**config.mk**
```make
export PLATFORM = sky130hd
export DESIGN_NAME = aros_cell
export DESIGN_NICKNAME = d
export VERILOG_FILES = /design/src/rtl/aros_pkg.sv /design/src/rtl/aros_cell.sv
export SDC_FILE = /design/constraint.sdc
export NUM_CORES = 1
export LEC_CHECK = 0
export ABC_AREA = 1
export BUFFER_PORTS_ARGS = -buffer_cell sky130_fd_sc_hd__buf_2
export CAP_MARGIN = 20
export CORE_ASPECT_RATIO = 1.2
export CORE_MARGIN = 4
export CORE_UTILIZATION = 47
export DETAILED_ROUTE_END_ITERATION = 7
export PLACE_DENSITY = 0.81
export SLEW_MARGIN = 0
export SYNTH_ARGS = -nofsm -noshare
export SYNTH_HDL_FRONTEND = slang
export SYNTH_SLANG_ARGS = --single-unit
```
**constraint.sdc**
```tcl
create_clock -name clk -period 2.7 [get_ports clk]
set_input_delay 0.405 -clock clk [delete_from_list [all_inputs] [get_ports clk]]
set_output_delay 0.405 -clock clk [all_outputs]
set_load 0.05 [all_outputs]
```
**src/rtl/aros_pkg.sv**
```systemverilog
// shared types and constants for the advancing rank order statistic unit
`timescale 1ns / 1ps

package aros_pkg;

    localparam int VALUE_W     = 32;
    localparam int RANK_OUT_W  = 9;
    localparam int STATUS_W    = 2;
    localparam int IN_TDATA_W  = 32;
    localparam int OUT_PAY_W   = VALUE_W + RANK_OUT_W + STATUS_W;
    localparam int OUT_TDATA_W = ((OUT_PAY_W + 7) / 8) * 8;

    localparam logic KIND_ADD = 1'b0;
    localparam logic KIND_GET = 1'b1;

    localparam logic [STATUS_W-1:0] STATUS_OK       = 2'd0;
    localparam logic [STATUS_W-1:0] STATUS_RANGE    = 2'd1;
    localparam logic [STATUS_W-1:0] STATUS_OVERFLOW = 2'd2;
    localparam logic [STATUS_W-1:0] STATUS_UNUSED   = 2'd3;

    typedef struct packed {
        logic ins_en;
        logic cap_load;
        logic cap_shift;
    } aros_ctrl_t;

endpackage

```
**src/rtl/aros_cell.sv**
```systemverilog
// one cell of the sorted chain with its read capture stage
`timescale 1ns / 1ps

module aros_cell (
    input  logic                                clk,
    input  aros_pkg::aros_ctrl_t                ctrl,
    input  logic                                occupied,
    input  logic signed [aros_pkg::VALUE_W-1:0] new_val,
    input  logic                                left_gt,
    input  logic signed [aros_pkg::VALUE_W-1:0] left_val,
    input  logic        [aros_pkg::VALUE_W-1:0] right_cap,
    output logic                                gt,
    output logic signed [aros_pkg::VALUE_W-1:0] val,
    output logic        [aros_pkg::VALUE_W-1:0] cap
);
    import aros_pkg::*;

    logic signed [VALUE_W-1:0] val_reg;
    logic signed [VALUE_W-1:0] val_next;
    logic        [VALUE_W-1:0] cap_reg;
    logic        [VALUE_W-1:0] cap_next;

    // empty cells act as larger than anything
    assign gt  = !occupied || (val_reg > new_val);
    assign val = val_reg;
    assign cap = cap_reg;

    always_comb
    begin
        val_next = val_reg;
        if (ctrl.ins_en)
        begin
            if (left_gt)
            begin
                val_next = left_val;
            end
            else if (gt)
            begin
                val_next = new_val;
            end
        end
    end

    always_comb
    begin
        cap_next = cap_reg;
        if (ctrl.cap_load)
        begin
            cap_next = val_reg;
        end
        else if (ctrl.cap_shift)
        begin
            cap_next = right_cap;
        end
    end

    always_ff @(posedge clk)
    begin
        val_reg <= val_next;
        cap_reg <= cap_next;
    end

endmodule

```
==> impl_results.md <==
* Final Hold Violating Endpoints at 0
* R2R Path Start: val[21]
* Vias per cell at 4.84
* Number of synthesized flops with an enable pin at 64
* Crit Path Max Fanout at 3
* Total CTS buffers at 9
* Distinct cells, synth at 19
* DRC viols at 0
* CTS tree: built
* Combinational Power Share at 25.8%
* Post-Layout Cell Count at 658
* Endpoint class of the critical path: output pin
* Final setup fails at 0
* CP cell instances: ha_1, nand2_1, nor2_1, nand4_2, nor2_2, nand2_1, nand2_1, nand2_1, nand2_1, nand2_1, nand2_1, buf_4
* Clk_lat worst skew at 0.34 ns
* DR WL/cell at 14.1 um
* Rows at 34
* Peak VDD IR at 478 uV
* PwrDens at 633 mW/mm2
* Core area at 0.00732 mm2
* Largest net degree at the start of global routing at 64
* Ys async rst share at 0%
* DP HPWL at 7200 um
* Fmax at 392 MHz
* Root cell of the clock tree: clkbuf_8
* Boundary pin count at 167
* Synthesis-to-layout area growth at 34.9%
* Die H at 103 um
* Top-count cell post-synth: nand2_1
* DR pass1 iterations at 5
* Post-Syn Nets at 527
* Power Total at 0.00304 W
* Max-Slew Margin vs Limit at 45.1%
* Crit path buf inv count at 1
* Die width at 87.4 um
* Switch share at 32.6%
* Top_reg_cell synth: edfxtp_1
* Die ar. at 0.00902 mm2
* GRT Util Overall at 20.4%
* Largest cells by area after synthesis: edfxtp_1 (54%), nand2_1 (18%), ha_1 (11%)
* Worst Hold Class: input port to flop
* Area share of the largest cell type after synthesis at 54.1%
* Via count at 3187
* Mapped Cells at 393
* Crit-path max cell delay at 0.43 ns
* CTS Hold Bufs at 0
* Yosys reg bits at 64
* Psw at 0.000991 W
* Status: complete, no violations
* CP max stage cell: edfxtp_1
* Mean Syn Cell Area at 9.04 um2
* Sequential area share after synthesis at 54.1%
* Top cells by count, synth: nand2_1 (169), edfxtp_1 (64), inv_1 (40), o21ai_0 (34), ha_1 (32)
* CP startpoint: val[23]
* Routability cong. at 0.837
* Clock network power share at 33.1%
* Antenna fix cells at 0
* Crit share post-route at 94.5%
* Initial DRC Count at 119
* WS Path Type: flop to output pin
* Crit-path leading delay family: simple AND/OR/NAND/NOR gates
* Final nets at 697
* Port bufs at 166
* Min-delay src: right_cap[18]
* Worst-margin pin slew at 0.823 ns
* Cell-internal power at 0.00205 W
* Clock transition at path regs at 0.08 ns
* Buffer depth of the longest clock path at 2
* Most frequent CP cell: nand2_1
* Yosys warning count at 0
* Htree depth at 3
* Post-Route WL at 9310 um
* Cell Area, Synth at 0.00355 mm2
* Startpoint types: flop
* CP arrival at 2.15 ns
* Reg power frac at 41.1%
* Clock sinks at 64
* # fillers at 614
* Max cap viols at 0
* Minimum clock period at 2.55 ns
* Vias in the first global route at 3116
* Pins Over Slew Limit at 0
* First-pass GRT wire length at 13900 um
* Antenna-violating nets left at 0
* Initial antenna violation count at 0
* Synth area leader: edfxtp_1
* Fraction of layout cells with a size suffix above 1 at 36.3%
* Worst Path Required at 2.30 ns
* Placed insts at 640
* Static Leakage at 2.51 nW
* Initial core utilization at 48.6%
* Setup Skew at 0.0101 ns
* Gr ovfl total at 0
[per-stage QoR]
| step | hold WS, ns | TNS (ns) | util [%] | area, um2 | setup slack, ns |
|---|---|---|---|---|---|
| final | 0.328 | 0 | 65.5 | 4790 | 0.150 |
| after global routing | 0.319 | -0.00455 | 65.5 | 4790 | -0.00455 |
| after CTS | 0.315 | 0 | 64.9 | 4750 | 0.0647 |
| after detailed placement | 0.577 | 0 | 61.6 | 4500 | 0.110 |
| after global placement | 0.567 | 0 | 61.6 | 4500 | 0.143 |
| after floorplan | 0.584 | 0 | - | 3560 | 0.0442 |
[worst reg2reg max path, delay by kind of cell (launching register included)]
kind            cells  cell delay (ns)
flops               1             0.43
compound gates      2             0.30
buf+inv             2             0.49
simple gates        9             0.68
fa+ha+maj           1             0.31
[power by group through the flow]
stage                     Combinational (W)  Clock (W)  Sequential (W)
final                              0.000782    0.00101         0.00125
after global placement             0.000756          0         0.00127
after global routing               0.000849    0.00107         0.00126
after detailed placement           0.000773          0         0.00127
after CTS                          0.000776    0.00102         0.00125
after floorplan                    0.000238          0         0.00157
[kinds of logic (layout without fill, tap and decap cells)]
family / count (synthesis) / in the layout / share of synthesized area, %
simple gates: 190 / 190 / 20.9
flops: 64 / 64 / 54.1
buf+inv: 58 / 233 / 6.34
compound gates: 49 / 49 / 7.39
fa+ha+maj: 32 / 32 / 11.3
[final timing paths]
check	endpoint	slack, ns	depth (start not counted)
max	gt	0.15	12
min	cap[18]	0.33	3
max reg2reg	val[14]	0.25	14
min reg2reg	cap[16]	0.58	2
[what timing repair did]
item                       4_1_cts  5_1_grt
setup buffers                    0        2
hold endpoints to repair         0        0
setup endpoints to repair        0       25
gates resized for setup          0        5
[cell usage in the layout (no fill, tap or decap), drive strengths merged, types with 2 or more instances in the layout]
cell type	count
a21oi	13
buf	173
bufinv	3
clkbuf	9
clkinvlp	3
edfxtp	64
ha	32
inv	44
nand2	171
nand3	4
nand4	2
nor2	12
o21ai	34
[layer usage]
metal  up-vias  part of all wire [%]  track usage [%]
li1       1624                     -                -
met1      1422                    38             23.8
met2       121                    52             36.7
met3        20                   6.5             2.69
met4         0                   2.9             9.80
met5         -                     0                0
[area by class of cell]
type	count	area, um2	share of cell area [%]
Sequential cell	64	1920	40.1
Timing Repair Buffer	173	911	19.0
Inverter	44	169	3.52
Clock buffer	9	124	2.58
Multi-Input combinational cell	271	1440	30.0
Clock inverter	7	119	2.48
Tap cell	90	113	2.35
Power figures use the tool's default switching activity.
